$ cat src/pfc_pkg.sv
`default_nettype none
// ----------------------------------------------------------------------------
// pfc_pkg
// Shared types, register indexes and the pixel expansion function of the
// palette format conversion table.
// ----------------------------------------------------------------------------
package pfc_pkg;

    localparam int CFG_DATA_W = 9;
    localparam int CFG_IDX_W  = 2;

    localparam logic [CFG_IDX_W-1:0] REG_PIXEL_FORMAT      = 2'd0;
    localparam logic [CFG_IDX_W-1:0] REG_PALETTE_COUNT     = 2'd1;
    localparam logic [CFG_IDX_W-1:0] REG_COLORS_PER_PALETTE = 2'd2;

    localparam logic OP_LOAD   = 1'b0;
    localparam logic OP_LOOKUP = 1'b1;

    localparam logic [4:0]  PALETTE_COUNT_RESET = 5'd1;
    localparam logic [8:0]  COLORS_RESET        = 9'd256;
    localparam logic [15:0] RGB565_COLOR_KEY    = 16'hF81F;
    localparam logic [7:0]  ALPHA_OPAQUE        = 8'hFF;

    typedef enum logic [1:0] {
        FMT_ARGB8888 = 2'd0,
        FMT_ARGB4444 = 2'd1,
        FMT_ARGB1555 = 2'd2,
        FMT_RGB565   = 2'd3
    } pfc_fmt_t;

    typedef struct packed {
        logic        is_lookup;
        logic        oor;
        logic [31:0] color;
    } pfc_cmd_t;

    typedef struct packed {
        logic [31:0] color;
        logic        oor;
    } pfc_result_t;

    function automatic logic [31:0] expand_pixel(pfc_fmt_t fmt, logic [31:0] raw);
        logic [15:0] h;
        logic [31:0] res;
        h = raw[15:0];
        case (fmt)
            FMT_ARGB8888:
            begin
                res = raw;
            end
            FMT_ARGB4444:
            begin
                res = {h[15:12], h[15:12], h[11:8], h[11:8],
                       h[7:4], h[7:4], h[3:0], h[3:0]};
            end
            FMT_ARGB1555:
            begin
                if (!h[15])
                    res = 32'd0;
                else
                    res = {ALPHA_OPAQUE, h[14:10], 3'b000, h[9:5], 3'b000,
                           h[4:0], 3'b000};
            end
            FMT_RGB565:
            begin
                if (h == RGB565_COLOR_KEY)
                    res = 32'd0;
                else
                    res = {ALPHA_OPAQUE, h[15:11], 3'b000, h[10:5], 2'b00,
                           h[4:0], 3'b000};
            end
            default:
            begin
                res = raw;
            end
        endcase
        return res;
    endfunction

endpackage
`default_nettype wire

$ cat src/pfc_front.sv
`default_nettype none
// ----------------------------------------------------------------------------
// pfc_front
// Configuration registers, range check, address forming and pixel expansion.
// Out-of-range loads are dropped here; everything else goes to the queue.
// ----------------------------------------------------------------------------
module pfc_front #(
    parameter int MAX_PALETTES = 16,
    parameter int MAX_COLORS   = 256,
    parameter int ADDR_W       = 12
) (
    input  wire logic                          clk,
    input  wire logic                          rst_n,
    input  wire logic                          wr_en,
    input  wire logic [pfc_pkg::CFG_IDX_W-1:0]  wr_addr,
    input  wire logic [pfc_pkg::CFG_DATA_W-1:0] wr_data,
    input  wire logic                          push,
    input  wire logic                          opcode,
    input  wire logic [31:0]                   raw_pixel,
    input  wire logic [3:0]                    palette_number,
    input  wire logic [7:0]                    entry_number,
    input  wire logic                          q_full,
    output logic                               q_push,
    output pfc_pkg::pfc_cmd_t                  q_cmd,
    output logic [ADDR_W-1:0]                  q_addr
);
    import pfc_pkg::*;

    pfc_fmt_t    fmt_reg;
    logic [4:0]  pal_count_reg;
    logic [8:0]  colors_reg;
    logic        pal_oor;
    logic        ent_oor;
    logic        oor;

    always_ff @(posedge clk or negedge rst_n)
    begin
        if (!rst_n)
        begin
            fmt_reg       <= FMT_ARGB8888;
            pal_count_reg <= PALETTE_COUNT_RESET;
            colors_reg    <= COLORS_RESET;
        end
        else if (wr_en)
        begin
            case (wr_addr)
                REG_PIXEL_FORMAT:       fmt_reg       <= pfc_fmt_t'(wr_data[1:0]);
                REG_PALETTE_COUNT:      pal_count_reg <= wr_data[4:0];
                REG_COLORS_PER_PALETTE: colors_reg    <= wr_data[8:0];
                default: ;
            endcase
        end
    end

    always_comb
    begin
        pal_oor = ({1'b0, palette_number} >= pal_count_reg) ||
                  (32'(palette_number) >= MAX_PALETTES);
        ent_oor = ({1'b0, entry_number} >= colors_reg) ||
                  (32'(entry_number) >= MAX_COLORS);
        oor     = pal_oor || ent_oor;

        q_cmd.is_lookup = (opcode == OP_LOOKUP);
        q_cmd.oor       = oor;
        q_cmd.color     = expand_pixel(fmt_reg, raw_pixel);
        q_addr          = ADDR_W'(32'(palette_number) * MAX_COLORS + 32'(entry_number));
        q_push          = push && !q_full && ((opcode == OP_LOOKUP) || !oor);
    end

endmodule
`default_nettype wire

$ cat config.mk
export PLATFORM = sky130hd
export DESIGN_NAME = pfc_front
export DESIGN_NICKNAME = d
export VERILOG_FILES = /design/src/pfc_pkg.sv /design/src/pfc_front.sv
export SDC_FILE = /design/constraint.sdc
export NUM_CORES = 1
export LEC_CHECK = 0
export ABC_AREA = 1
export BUFFER_PORTS_ARGS = -buffer_cell sky130_fd_sc_hd__buf_2
export CORE_UTILIZATION = 45
export CTS_BUF_LIST = sky130_fd_sc_hd__clkbuf_4 sky130_fd_sc_hd__clkbuf_8
export CTS_CLUSTER_SIZE = 16
export DETAILED_ROUTE_END_ITERATION = 12
export PLACE_DENSITY = 0.83
export SETUP_SLACK_MARGIN = 0.1
export SLEW_MARGIN = 20
export SYNTH_ARGS = -nofsm -noshare
export SYNTH_HDL_FRONTEND = slang
export SYNTH_SLANG_ARGS = --single-unit
$ cat constraint.sdc
create_clock -name clk -period 1.5 [get_ports clk]
set_input_delay 0.075 -clock clk [delete_from_list [all_inputs] [get_ports clk]]
set_output_delay 0.075 -clock clk [all_outputs]
set_load 0.01 [all_outputs]
==> flow_summary.json <==
{
  "io_pins": 108,
  "grt.total_usage_pct": 40.3,
  "core_area_sq_um": 3720,
  "syn2layout_area_growth_pct": 82.5,
  "reg2regPathDepth": 5,
  "ant_nets": 0,
  "grt_max_degree": 19,
  "max_cap_viol_count": 0,
  "port_buffers": 107,
  "start_util_pct": 47.9,
  "cts_tree": "done",
  "drv_slew": 0,
  "cts_root_buffer": "clkbuf_8",
  "synth_seq_cells": 16,
  "cpPeakStageDelay_ns": 0.40,
  "leakagePower_nw": 1.79,
  "r2r-start": "fmt_reg[0]",
  "antenna_cells": 0,
  "drtIter0Drc": 382,
  "reg2reg_to": "fmt_reg[0]",
  "dr_total_vias": 2817,
  "dp_cells": 408,
  "path_cells": "ha_1, inv_1, nand2_1, nand2_1, nand2_1, nand2_1, nand2_1, nand2_1, nand3_2, buf_4, buf_6",
  "htreeDepth": 1,
  "power-per-cell-area_nw_per_um2": 953,
  "wl_per_cell_um": 22.0,
  "cp.required_ns": 1.42,
  "slew_headroom_pct": 74.9,
  "dieArea_sq_um": 4210,
  "synthDistinctLibCells": 25,
  "rows": 22,
  "yosys.area.top_type": "dfrtp_1",
  "clockBufferDepth": 2,
  "grt_pass1_vias": 2531,
  "hp-class": "primary input to flop",
  "r2r_slack_ns": 0.42,
  "crit_arrival_ns": 1.81,
  "die_y_um": 64.9,
  "fmax_ghz": 0.529,
  "placed_area_sq_um": 2280,
  "numCtsBuffers": 3,
  "antenna_found_initial": 0,
  "crit_slowest_cell": "dfrtp_1",
  "grt-ovfl-total": 0,
  "final_cell_mix": "97 x buf_2, 49 x nand2_1, 34 x inv_1",
  "viasPerCell": 6.30,
  "die_x_um": 64.9,
  "largest_register_ffs": 9,
  "violations": "setup timing",
  "fin_worst_skew_ns": 0,
  "path_clk_slew_ns": 0.06,
  "synth_area_leaders": "dfrtp_1 20%, nand2_1 17%, ha_1 8.4%",
  "final_cells": 447,
  "post-route-period-util_pct": 126,
  "crit_fanout": 2,
  "worst-slew-pin-transition_ns": 0.376,
  "critPathLaunchType": "flop",
  "layout-drive-gt1-share_pct": 60.9,
  "status": "finished, violations left",
  "place_hpwl_um": 3780,
  "nets": 473,
  "ys_seq_area_share_pct": 22.6,
  "syn_nets": 340,
  "layout_commonest_cell": "buf_2",
  "stdcell_area_sq_um": 3250,
  "fin_ws_ns": -0.390,
  "cp-end-kind": "output port",
  "crit_path_start": "colors_reg[0]",
  "hold_viol": 0,
  "endpoint": "q_cmd[32]",
  "drc": 0,
  "gp_congestion": 0.866,
  "synth_cells": 267,
  "wl_um": 9820,
  "yosysWarningCount": 0,
  "vdd_ir_drop_max_mv": 0.612,
  "fin_crit_ns": 1.89,
  "worstSkewPairLatency_ns": 0.25,
  "rsz0062_at_grt": "true",
  "syn_area_per_cell_sq_um": 6.67,
  "cts_sinks": 16,
  "crit_type": "flop to output port",
  "grt_pass1_wl_um": 12700,
  "yosysTopAreaCellShare_pct": 19.7,
  "first_pass_iters": 7,
  "cp_common_cell": "nand2_1",
  "finalSetupViolCount": 31,
  "setup_tns_ns": -6.11,
  "mappedNetlistArea_sq_um": 1780
}
how the worst min path moves through the flow:
stage	start	endpoint	slack (ns)	cells past startpoint
3_5_place_dp	rst_n	colors_reg[6]	0.005	1
4_1_cts	wr_data[8]	colors_reg[8]	0.07	3
5_1_grt	wr_data[8]	colors_reg[8]	0.09	3
2_1_floorplan	rst_n	colors_reg[0]	-0.22	0
3_3_place_gp	rst_n	colors_reg[7]	-0.002	1
6_report	wr_data[8]	colors_reg[8]	0.06	3
logic make-up (layout without fill, tap and decap cells):
group	Yosys count	in the layout	share of synthesized area, %
buffers and inverters	63	194	17.9
adder cells (fa/ha/maj)	12	12	8.43
AND/OR/NAND/NOR	146	147	41.3
flip-flops	16	16	22.6
AO/OA/AOI/OAI	30	30	9.77
cells in the mapped netlist:
| cell type | n |
|---|---|
| a21oi_1 | 9 |
| a22oi_1 | 1 |
| buf_2 | 1 |
| buf_4 | 15 |
| buf_6 | 3 |
| clkbuf_1 | 1 |
| dfrtp_1 | 14 |
| dfstp_2 | 2 |
| ha_1 | 12 |
| inv_1 | 38 |
| inv_2 | 4 |
| inv_4 | 1 |
| nand2_1 | 83 |
| nand2_2 | 5 |
| nand2_4 | 2 |
| nand2_8 | 2 |
| nand3_1 | 16 |
| nand3_2 | 7 |
| nand4_1 | 12 |
| nor2_1 | 14 |
| nor2_2 | 1 |
| nor2_4 | 4 |
| o2111ai_1 | 5 |
| o211ai_1 | 1 |
| o21ai_0 | 14 |
final cells by class:
cell class	count	area, sq um
Multi-Input combinational cell	189	1510
Fill cell	168	467
Sequential cell	16	405
Timing Repair Buffer	147	1040
Clock buffer	4	55.1
Tap cell	48	60.1
Inverter	43	179
stage by stage:
stage / util, % / total power [mW] / setup slack [ns] / hold WS, ns
final: 87.4 / 3.10 / -0.390 / 0.0607
after global routing: 87.4 / 3.24 / -0.490 / 0.0916
after CTS: 80.6 / 2.68 / -0.231 / 0.0665
after detailed placement: 61.3 / 1.69 / 0.00744 / 0.00512
after global placement: 61.3 / 1.66 / 0.0636 / -0.00228
after floorplan: - / 1.29 / 0.181 / -0.221
repair_timing:
action                                 4_1_cts  5_1_grt
endpoints found under the hold margin       14        0
buffers inserted                            27       10
setup endpoints to repair                   31       34
resized for setup                           79       60
hold buffers                                 1        0
cloned                                       4        0
pin swaps                                   23       20
power by group:
group	total [mW]	internal, mW	switching [mW]
sequential	0.559	0.508	0.0506
clock	0.389	0.233	0.156
combinational	2.15	0.983	1.17
metal layers:
metal | track usage [%] | up-vias | part of all wire [%]
met1 | 40.0 | 1270 | 32
met4 | 28.6 | 0 | 11
met5 | 5.56 | - | 0
met2 | 66.9 | 310 | 46
li1 | - | 1116 | -
met3 | 16.4 | 121 | 11
worst max-delay path, delay by kind of cell (launching register included):
| kind | cells | cell delay (ns) |
|---|---|---|
| simple gates | 7 | 0.52 |
| flops | 1 | 0.40 |
| buf+inv | 3 | 0.34 |
| fa+ha+maj | 1 | 0.31 |
No activity file was read; power rests on OpenSTA's default activity.
