[src/pfc_queue.sv]
`default_nettype none
// ----------------------------------------------------------------------------
// pfc_queue
// Small register FIFO with push/full and pop/empty, simultaneous push and
// pop allowed. Push while full and pop while empty are ignored.
// ----------------------------------------------------------------------------
module pfc_queue #(
    parameter int WIDTH = 8,
    parameter int DEPTH = 2
) (
    input  wire logic                         clk,
    input  wire logic                         rst_n,
    input  wire logic                         push,
    input  wire logic [WIDTH-1:0]             wdata,
    output logic                              full,
    input  wire logic                         pop,
    output logic [WIDTH-1:0]                  rdata,
    output logic                              empty,
    output logic [$clog2(DEPTH+1)-1:0]        count
);

    localparam int PW = (DEPTH > 1) ? $clog2(DEPTH) : 1;
    localparam int CW = $clog2(DEPTH+1);
    localparam logic [PW-1:0] LAST = PW'(DEPTH - 1);

    logic [WIDTH-1:0] data_reg [DEPTH];
    logic [PW-1:0]    rd_ptr_reg;
    logic [PW-1:0]    wr_ptr_reg;
    logic [CW-1:0]    count_reg;
    logic             do_push;
    logic             do_pop;

    assign full    = (count_reg == CW'(DEPTH));
    assign empty   = (count_reg == '0);
    assign count   = count_reg;
    assign rdata   = data_reg[rd_ptr_reg];
    assign do_push = push && !full;
    assign do_pop  = pop && !empty;

    always_ff @(posedge clk or negedge rst_n)
    begin
        if (!rst_n)
        begin
            rd_ptr_reg <= '0;
            wr_ptr_reg <= '0;
            count_reg  <= '0;
        end
        else
        begin
            if (do_push)
                wr_ptr_reg <= (wr_ptr_reg == LAST) ? '0 : wr_ptr_reg + PW'(1);
            if (do_pop)
                rd_ptr_reg <= (rd_ptr_reg == LAST) ? '0 : rd_ptr_reg + PW'(1);
            if (do_push && !do_pop)
                count_reg <= count_reg + CW'(1);
            else if (do_pop && !do_push)
                count_reg <= count_reg - CW'(1);
        end
    end

    always_ff @(posedge clk)
    begin
        if (do_push)
            data_reg[wr_ptr_reg] <= wdata;
    end

endmodule
`default_nettype wire

[config.mk]
export PLATFORM = sky130hd
export DESIGN_NAME = pfc_queue
export DESIGN_NICKNAME = d
export VERILOG_FILES = /design/src/pfc_queue.sv
export SDC_FILE = /design/constraint.sdc
export NUM_CORES = 1
export LEC_CHECK = 0
export ABC_AREA = 1
export BUFFER_PORTS_ARGS = -buffer_cell sky130_fd_sc_hd__buf_2
export CAP_MARGIN = 0
export CORE_MARGIN = 10
export CORE_UTILIZATION = 40
export DETAILED_ROUTE_END_ITERATION = 10
export PLACE_DENSITY = 0.67
export SLEW_MARGIN = 10
export SYNTH_ARGS = -nofsm -noshare
export SYNTH_HDL_FRONTEND = slang
export SYNTH_SLANG_ARGS = --single-unit
[constraint.sdc]
create_clock -name clk -period 1.4 [get_ports clk]
set_input_delay 0 -clock clk [delete_from_list [all_inputs] [get_ports clk]]
set_output_delay 0 -clock clk [all_outputs]
set_load 0.005 [all_outputs]
==> results of run 1 <==
[critical path: stages (launching register included)]
cell	delay (ns)
dfrtp_2	0.45
inv_1	0.10
nor2_2	0.05
nor2_2	0.14
ha_4	0.23
inv_1	0.07
nand3_1	0.09
nand2_1	0.06
nand2_1	0.04
[path summary, 6_finish.rpt]
check / slack [ns] / cells past startpoint / to / from
max: 0.07 / 8 / count[1] / count[1]
min: 0.03 / 2 / count[1] / rst_n
max reg2reg: 0.07 / 8 / count[1] / count[1]
min reg2reg: 0.50 / 2 / wr_ptr_reg / wr_ptr_reg
max in group asynchronous: 1.24 / 2 / rd_ptr_reg / rst_n
min in group clk: 0.06 / 4 / wr_ptr_reg / push
[power by group through the flow]
stage | clock network, uW | registers (uW) | logic, uW
6_report | 272 | 965 | 813
5_1_grt | 303 | 989 | 945
4_1_cts | 277 | 953 | 736
3_5_place_dp | 0 | 964 | 710
3_3_place_gp | 0 | 955 | 692
2_1_floorplan | 0 | 908 | 445
[per-stage QoR]
stage,TNS (ns),std cells,utilization,area [sq um]
floorplan,0,73,-,810
CTS,0,137,0.560,1090
detailed placement,-0.0343,123,0.495,961
finish,0,140,0.582,1130
global route,-0.0407,140,0.582,1130
global placement,-0.00905,123,0.495,961
[cell usage in the layout, fill, tap and decap left out, drive strengths merged]
cell	count
buf	27
clkbuf	3
clkinv	1
dfrtp	4
dlygate4sd3	10
edfxtp	16
ha	1
inv	8
nand2	33
nand3	1
nand3b	1
nand4	1
nor2	4
o21ai	2
xnor2	1
[final cells by class]
cell class	instances	area [sq um]	area share
Sequential cell	20	584	0.517
Inverter	8	30.0	0.0266
Multi-Input combinational cell	44	210	0.186
Clock inverter	1	3.75	0.00332
Clock buffer	3	22.5	0.0199
Tap cell	27	33.8	0.0299
Timing Repair Buffer	37	245	0.217
[kinds of logic after synthesis]
group,after synthesis,share of synthesized area
buf+inv,9,0.0433
fa+ha+maj,1,0.0155
xor+xnor,1,0.0108
simple gates,40,0.201
flops,20,0.717
compound gates,2,0.0124
[synthesized netlist by cell type]
cell      number  area (sq um)
nand3_1        1          5.00
buf_2          1          5.00
edfxtp_1      16           480
inv_2          1          3.75
o21ai_0        2          10.0
nor2_2         2          12.5
xnor2_1        1          8.76
inv_1          7          26.3
ha_1           1          12.5
nor2_1         2          7.51
nand2_1       33           124
nand3b_1       1          7.51
nand4_1        1          6.26
dfrtp_1        4           100
[routing by layer]
| layer | vias to the layer above | global-route usage |
|---|---|---|
| li1 | 316 | - |
| met1 | 304 | 0.0925 |
| met2 | 20 | 0.151 |
| met3 | 4 | 0.0241 |
| met4 | 0 | 0.0561 |
| met5 | - | 0 |
[repair_timing]
action,4_1_cts,5_1_grt
hold buffers,10,0
setup endpoints to repair,1,15
cloned,0,0
pin swaps,0,0
hold endpoints to repair,21,0
gates resized for setup,1,6
setup buffers,0,3
==> out/results.tsv, run 1 <==
metric	value	unit
outcome	finished, final reports clean	
I/O Buffers	23	
Max FO, Critical Path	5	
power per unit of standard cell area	1810	nW/um^2
post-detailed-routing wire length	1.77	mm
Chip Width	65.0	um
slack of the critical path	0.0712	ns
clock tree sinks	20	
register bit count reported by yosys	20	
Max Freq	753	MHz
proportion of power drawn by combinational gates	0.397	
Max Cap Viol	0	
Initial Utilization	0.417	
routed length on met3	95	um
Clk pin slew, worst setup/hold paths	0.11	ns
remaining global-route overflow	0	
drt initial violations	11	
number of rows in the core area	16	
first-pass GRT wire length	2.97	mm
part of the cycle the worst path needs	0.949	
yosys synthesis warning count	0	
Avg Synthesized Cell Area	11.1	sq um
core region area	1940	sq um
register share of total power	0.471	
Pre-Repair DR Iteration Count	4	
net switching power	732	uW
uppermost signal routing layer after detailed routing	met4	
drt via density	4.60	
synthesized net count	86	
Final Net Count	127	
Filler cells	172	
largest net degree at the start of global routing	12	
total die area	4220	sq um
required time of the critical path	1.60	ns
routability cong.	0.756	
maximum level of the CTS H-tree	1	
worst setup path class	reg -> reg	
Power Internal	1320	uW
part of the total power dissipated in the clock network	0.133	
Worst slew margin	0.809	
antenna violations before repair	0	
RSZ-0062 raised after global routing	yes	
antenna diode count	0	
drc violations	0	
clock latency of the later-clocked register in the worst-skew pair	0.30	ns
setup slack at placement	-0.0343	ns
clock tree root driver cell	clkbuf_4	
Least-Margin Pin Slew	0.284	ns
area growth from synthesis to final layout	39.6	%
global routing usage summed across all routing layers	0.0879	
count of vias placed by the detailed router	644	
clk buf depth	2	
leakage power of the design	0.000526	uW
sum of internal, switching and leakage power	2050	uW
TritonCTS clock tree	done	
net switching share of the total power	0.357	
Avg WL per Cell	12.6	um
Detail Route met2 WL	867	um
worst voltage drop across the vdd grid	1.20	mV
I/O pins	24	
total clock buffers created by CTS	3	
share of layout cells above drive strength 1	0.345	
number of global-route vias before repair	659	
worst hold margin	0.0283	ns
Setup-failing EPs final	0	
kind of start point of the critical path	flip-flop	
netlist area before placement	810	sq um
height of the die	65.0	um
antenna-violating nets left	0	
worst min-delay path class	in -> async	
total routed wire length on the met1 layer	746	um
Post-Route Skew	0.00216	ns
number of instances in the synthesized netlist	73	
final max-slew violation count	0	
Hold Vio Cnt, Final	0	
Distinct cells, synth	14	
Period minus WS final	1.33	ns
data arrival time at the worst-slack endpoint	1.53	ns
type of element capturing the critical path	flip-flop	
number of flip-flops under the largest register name	16	
register area share after synthesis	0.717	
Power figures use the tool's default switching activity.
==> inputs of run 2 (changes only) <==
--- a/config.mk
+++ b/config.mk
@@ -11,7 +11,7 @@
 export CORE_MARGIN = 10
 export CORE_UTILIZATION = 40
 export DETAILED_ROUTE_END_ITERATION = 10
-export PLACE_DENSITY = 0.67
+export PLACE_DENSITY_LB_ADDON = 0.12
 export SLEW_MARGIN = 10
 export SYNTH_ARGS = -nofsm -noshare
 export SYNTH_HDL_FRONTEND = slang
==> out/results.tsv, run 2 (synthesis gave the netlist of run 1 again) <==
metric	value	unit
Worst slew margin	0.728	
drt initial violations	20	
number of buffers and inverters on the critical path	2	
Period minus WS final	1.33	ns
clock latency of the later-clocked register in the worst-skew pair	0.29	ns
sum of internal, switching and leakage power	2130	uW
TritonCTS clock tree	done	
critical register-to-register path endpoint	data_reg[0][6]	
Most Frequent Cell on Critical Path	nor2_4	
Setup-failing EPs final	0	
kind of start point of the critical path	flip-flop	
Initial Utilization	0.417	
worst min-delay path class	in -> async	
type of element capturing the critical path	flip-flop	
count of vias placed by the detailed router	598	
data arrival time at the worst-slack endpoint	1.34	ns
Max Cap Viol	0	
number of global-route vias before repair	616	
Clk pin slew, worst setup/hold paths	0.11	ns
critical path's top delay family	flip-flops	
antenna-violating nets left	0	
remaining global-route overflow	0	
antenna violations before repair	0	
drt via density	4.30	
slowest stage delay, CP	0.39	ns
global routing usage summed across all routing layers	0.0799	
total die area	4220	sq um
antenna diode count	0	
outcome	finished, final reports clean	
half-perimeter wire length after detailed placement	1.14	mm
clock tree root driver cell	clkbuf_4	
I/O pins	24	
number of cells on the worst reg-to-reg path	5	
I/O Buffers	23	
total clock buffers created by CTS	3	
slowest library cell on the worst path	dfrtp_1	
number of flip-flops under the largest register name	16	
worst setup path class	reg -> reg	
part of the cycle the worst path needs	0.948	
RSZ-0062 raised after global routing	yes	
Max Freq	754	MHz
leakage power of the design	0.000525	uW
share of the core filled with cells	0.595	
Least-Margin Pin Slew	0.408	ns
share of layout cells above drive strength 1	0.348	
Pre-Repair DR Iteration Count	4	
number of rows in the core area	16	
Final Net Count	126	
height of the die	65.0	um
worst voltage drop across the vdd grid	1.16	mV
maximum level of the CTS H-tree	1	
required time of the critical path	1.42	ns
highest-count cells in the layout ignoring fill and taps	nand2_1, buf_2, edfxtp_1	
final max-slew violation count	0	
R2R Path Start	count[0]	
Post-Route Skew	0.000985	ns
routability cong.	0.730	
commonest non-fill, non-tap cell in the layout	nand2_1	
DP Cell Count	125	
Critical Path, Cell by Cell	buf_4 -> nor2_4 -> nor2_4 -> nand2_2 -> clkinvlp_4	
clk buf depth	2	
fin cells	139	
largest net degree at the start of global routing	12	
Hold Vio Cnt, Final	0	
power per unit of standard cell area	1840	nW/um^2
Max FO, Critical Path	8	
core region area	1940	sq um
Chip Width	65.0	um
drc violations	0	
first-pass GRT wire length	2.68	mm
clock tree sinks	20	
post-detailed-routing wire length	1.73	mm
Reg2Reg Setup Slack	0.07	ns
Avg WL per Cell	12.4	um
area growth from synthesis to final layout	42.8	%
==> run 2: cell count changes in the layout (fill, tap and decap cells not counted), sizes merged <==
cell,before,now
inv,8,7
clkbuf,3,4
buf,27,26
clkinv,1,0
clkinvlp,0,1
==> run 2: metal layers <==
metal,track usage,vias to the layer above,wire length [um]
met2,0.142,15,865
met5,0,-,0
met4,0.0321,0,38
met3,0.0344,4,121
met1,0.0806,264,703
li1,-,315,-
==> run 2: worst max-delay path by stage <==
| stage | cells past startpoint | endpoint | from | slack (ns) |
|---|---|---|---|---|
| floorplan | 3 | data_reg[1][0] | count[1] | 0.05 |
| global route | 8 | count[1] | count[0] | -0.03 |
| finish | 5 | data_reg[0][6] | count[0] | 0.07 |
| detailed placement | 3 | data_reg[1][6] | count[1] | -0.03 |
| global placement | 7 | count[1] | count[0] | -0.03 |
| CTS | 8 | count[1] | count[0] | 0.02 |
==> run 2: repair_timing <==
action                                 CTS  global route
gates resized for setup                  2             8
buffers inserted                         0             0
hold buffers                            10             0
endpoints found under the hold margin   21             0
setup endpoints to repair                9            12
gates cloned                             0             0
==> run 2: area by class of cell <==
type	instances	area [sq um]
Inverter	8	33.8
Multi-Input combinational cell	44	233
Fill cell	162	786
Timing Repair Buffer	36	238
Clock buffer	4	36.3
Sequential cell	20	582
Tap cell	27	33.8
==> run 2: worst reg2reg max path, delay by kind of cell, from the launching register on <==
family	cells	cell delay, ns
flip-flops	1	0.39
buffers and inverters	2	0.37
AND/OR/NAND/NOR	3	0.31
==> run 2: through the flow <==
stage | hold WS, ns | TNS, ns | cell area, sq um | setup slack, ns
after detailed placement | -0.191 | -0.250 | 976 | -0.0311
after global placement | -0.186 | -0.108 | 976 | -0.0273
after floorplan | -0.296 | 0 | 810 | 0.0454
after CTS | 0.0278 | 0 | 1110 | 0.0162
final | 0.0272 | 0 | 1160 | 0.0732
after global routing | 0.0207 | -0.142 | 1160 | -0.0267
==> run 2: power by group <==
group	internal (uW)	switching (uW)
combinational	388	508
clock	158	164
sequential	829	85.3
total	1380	757
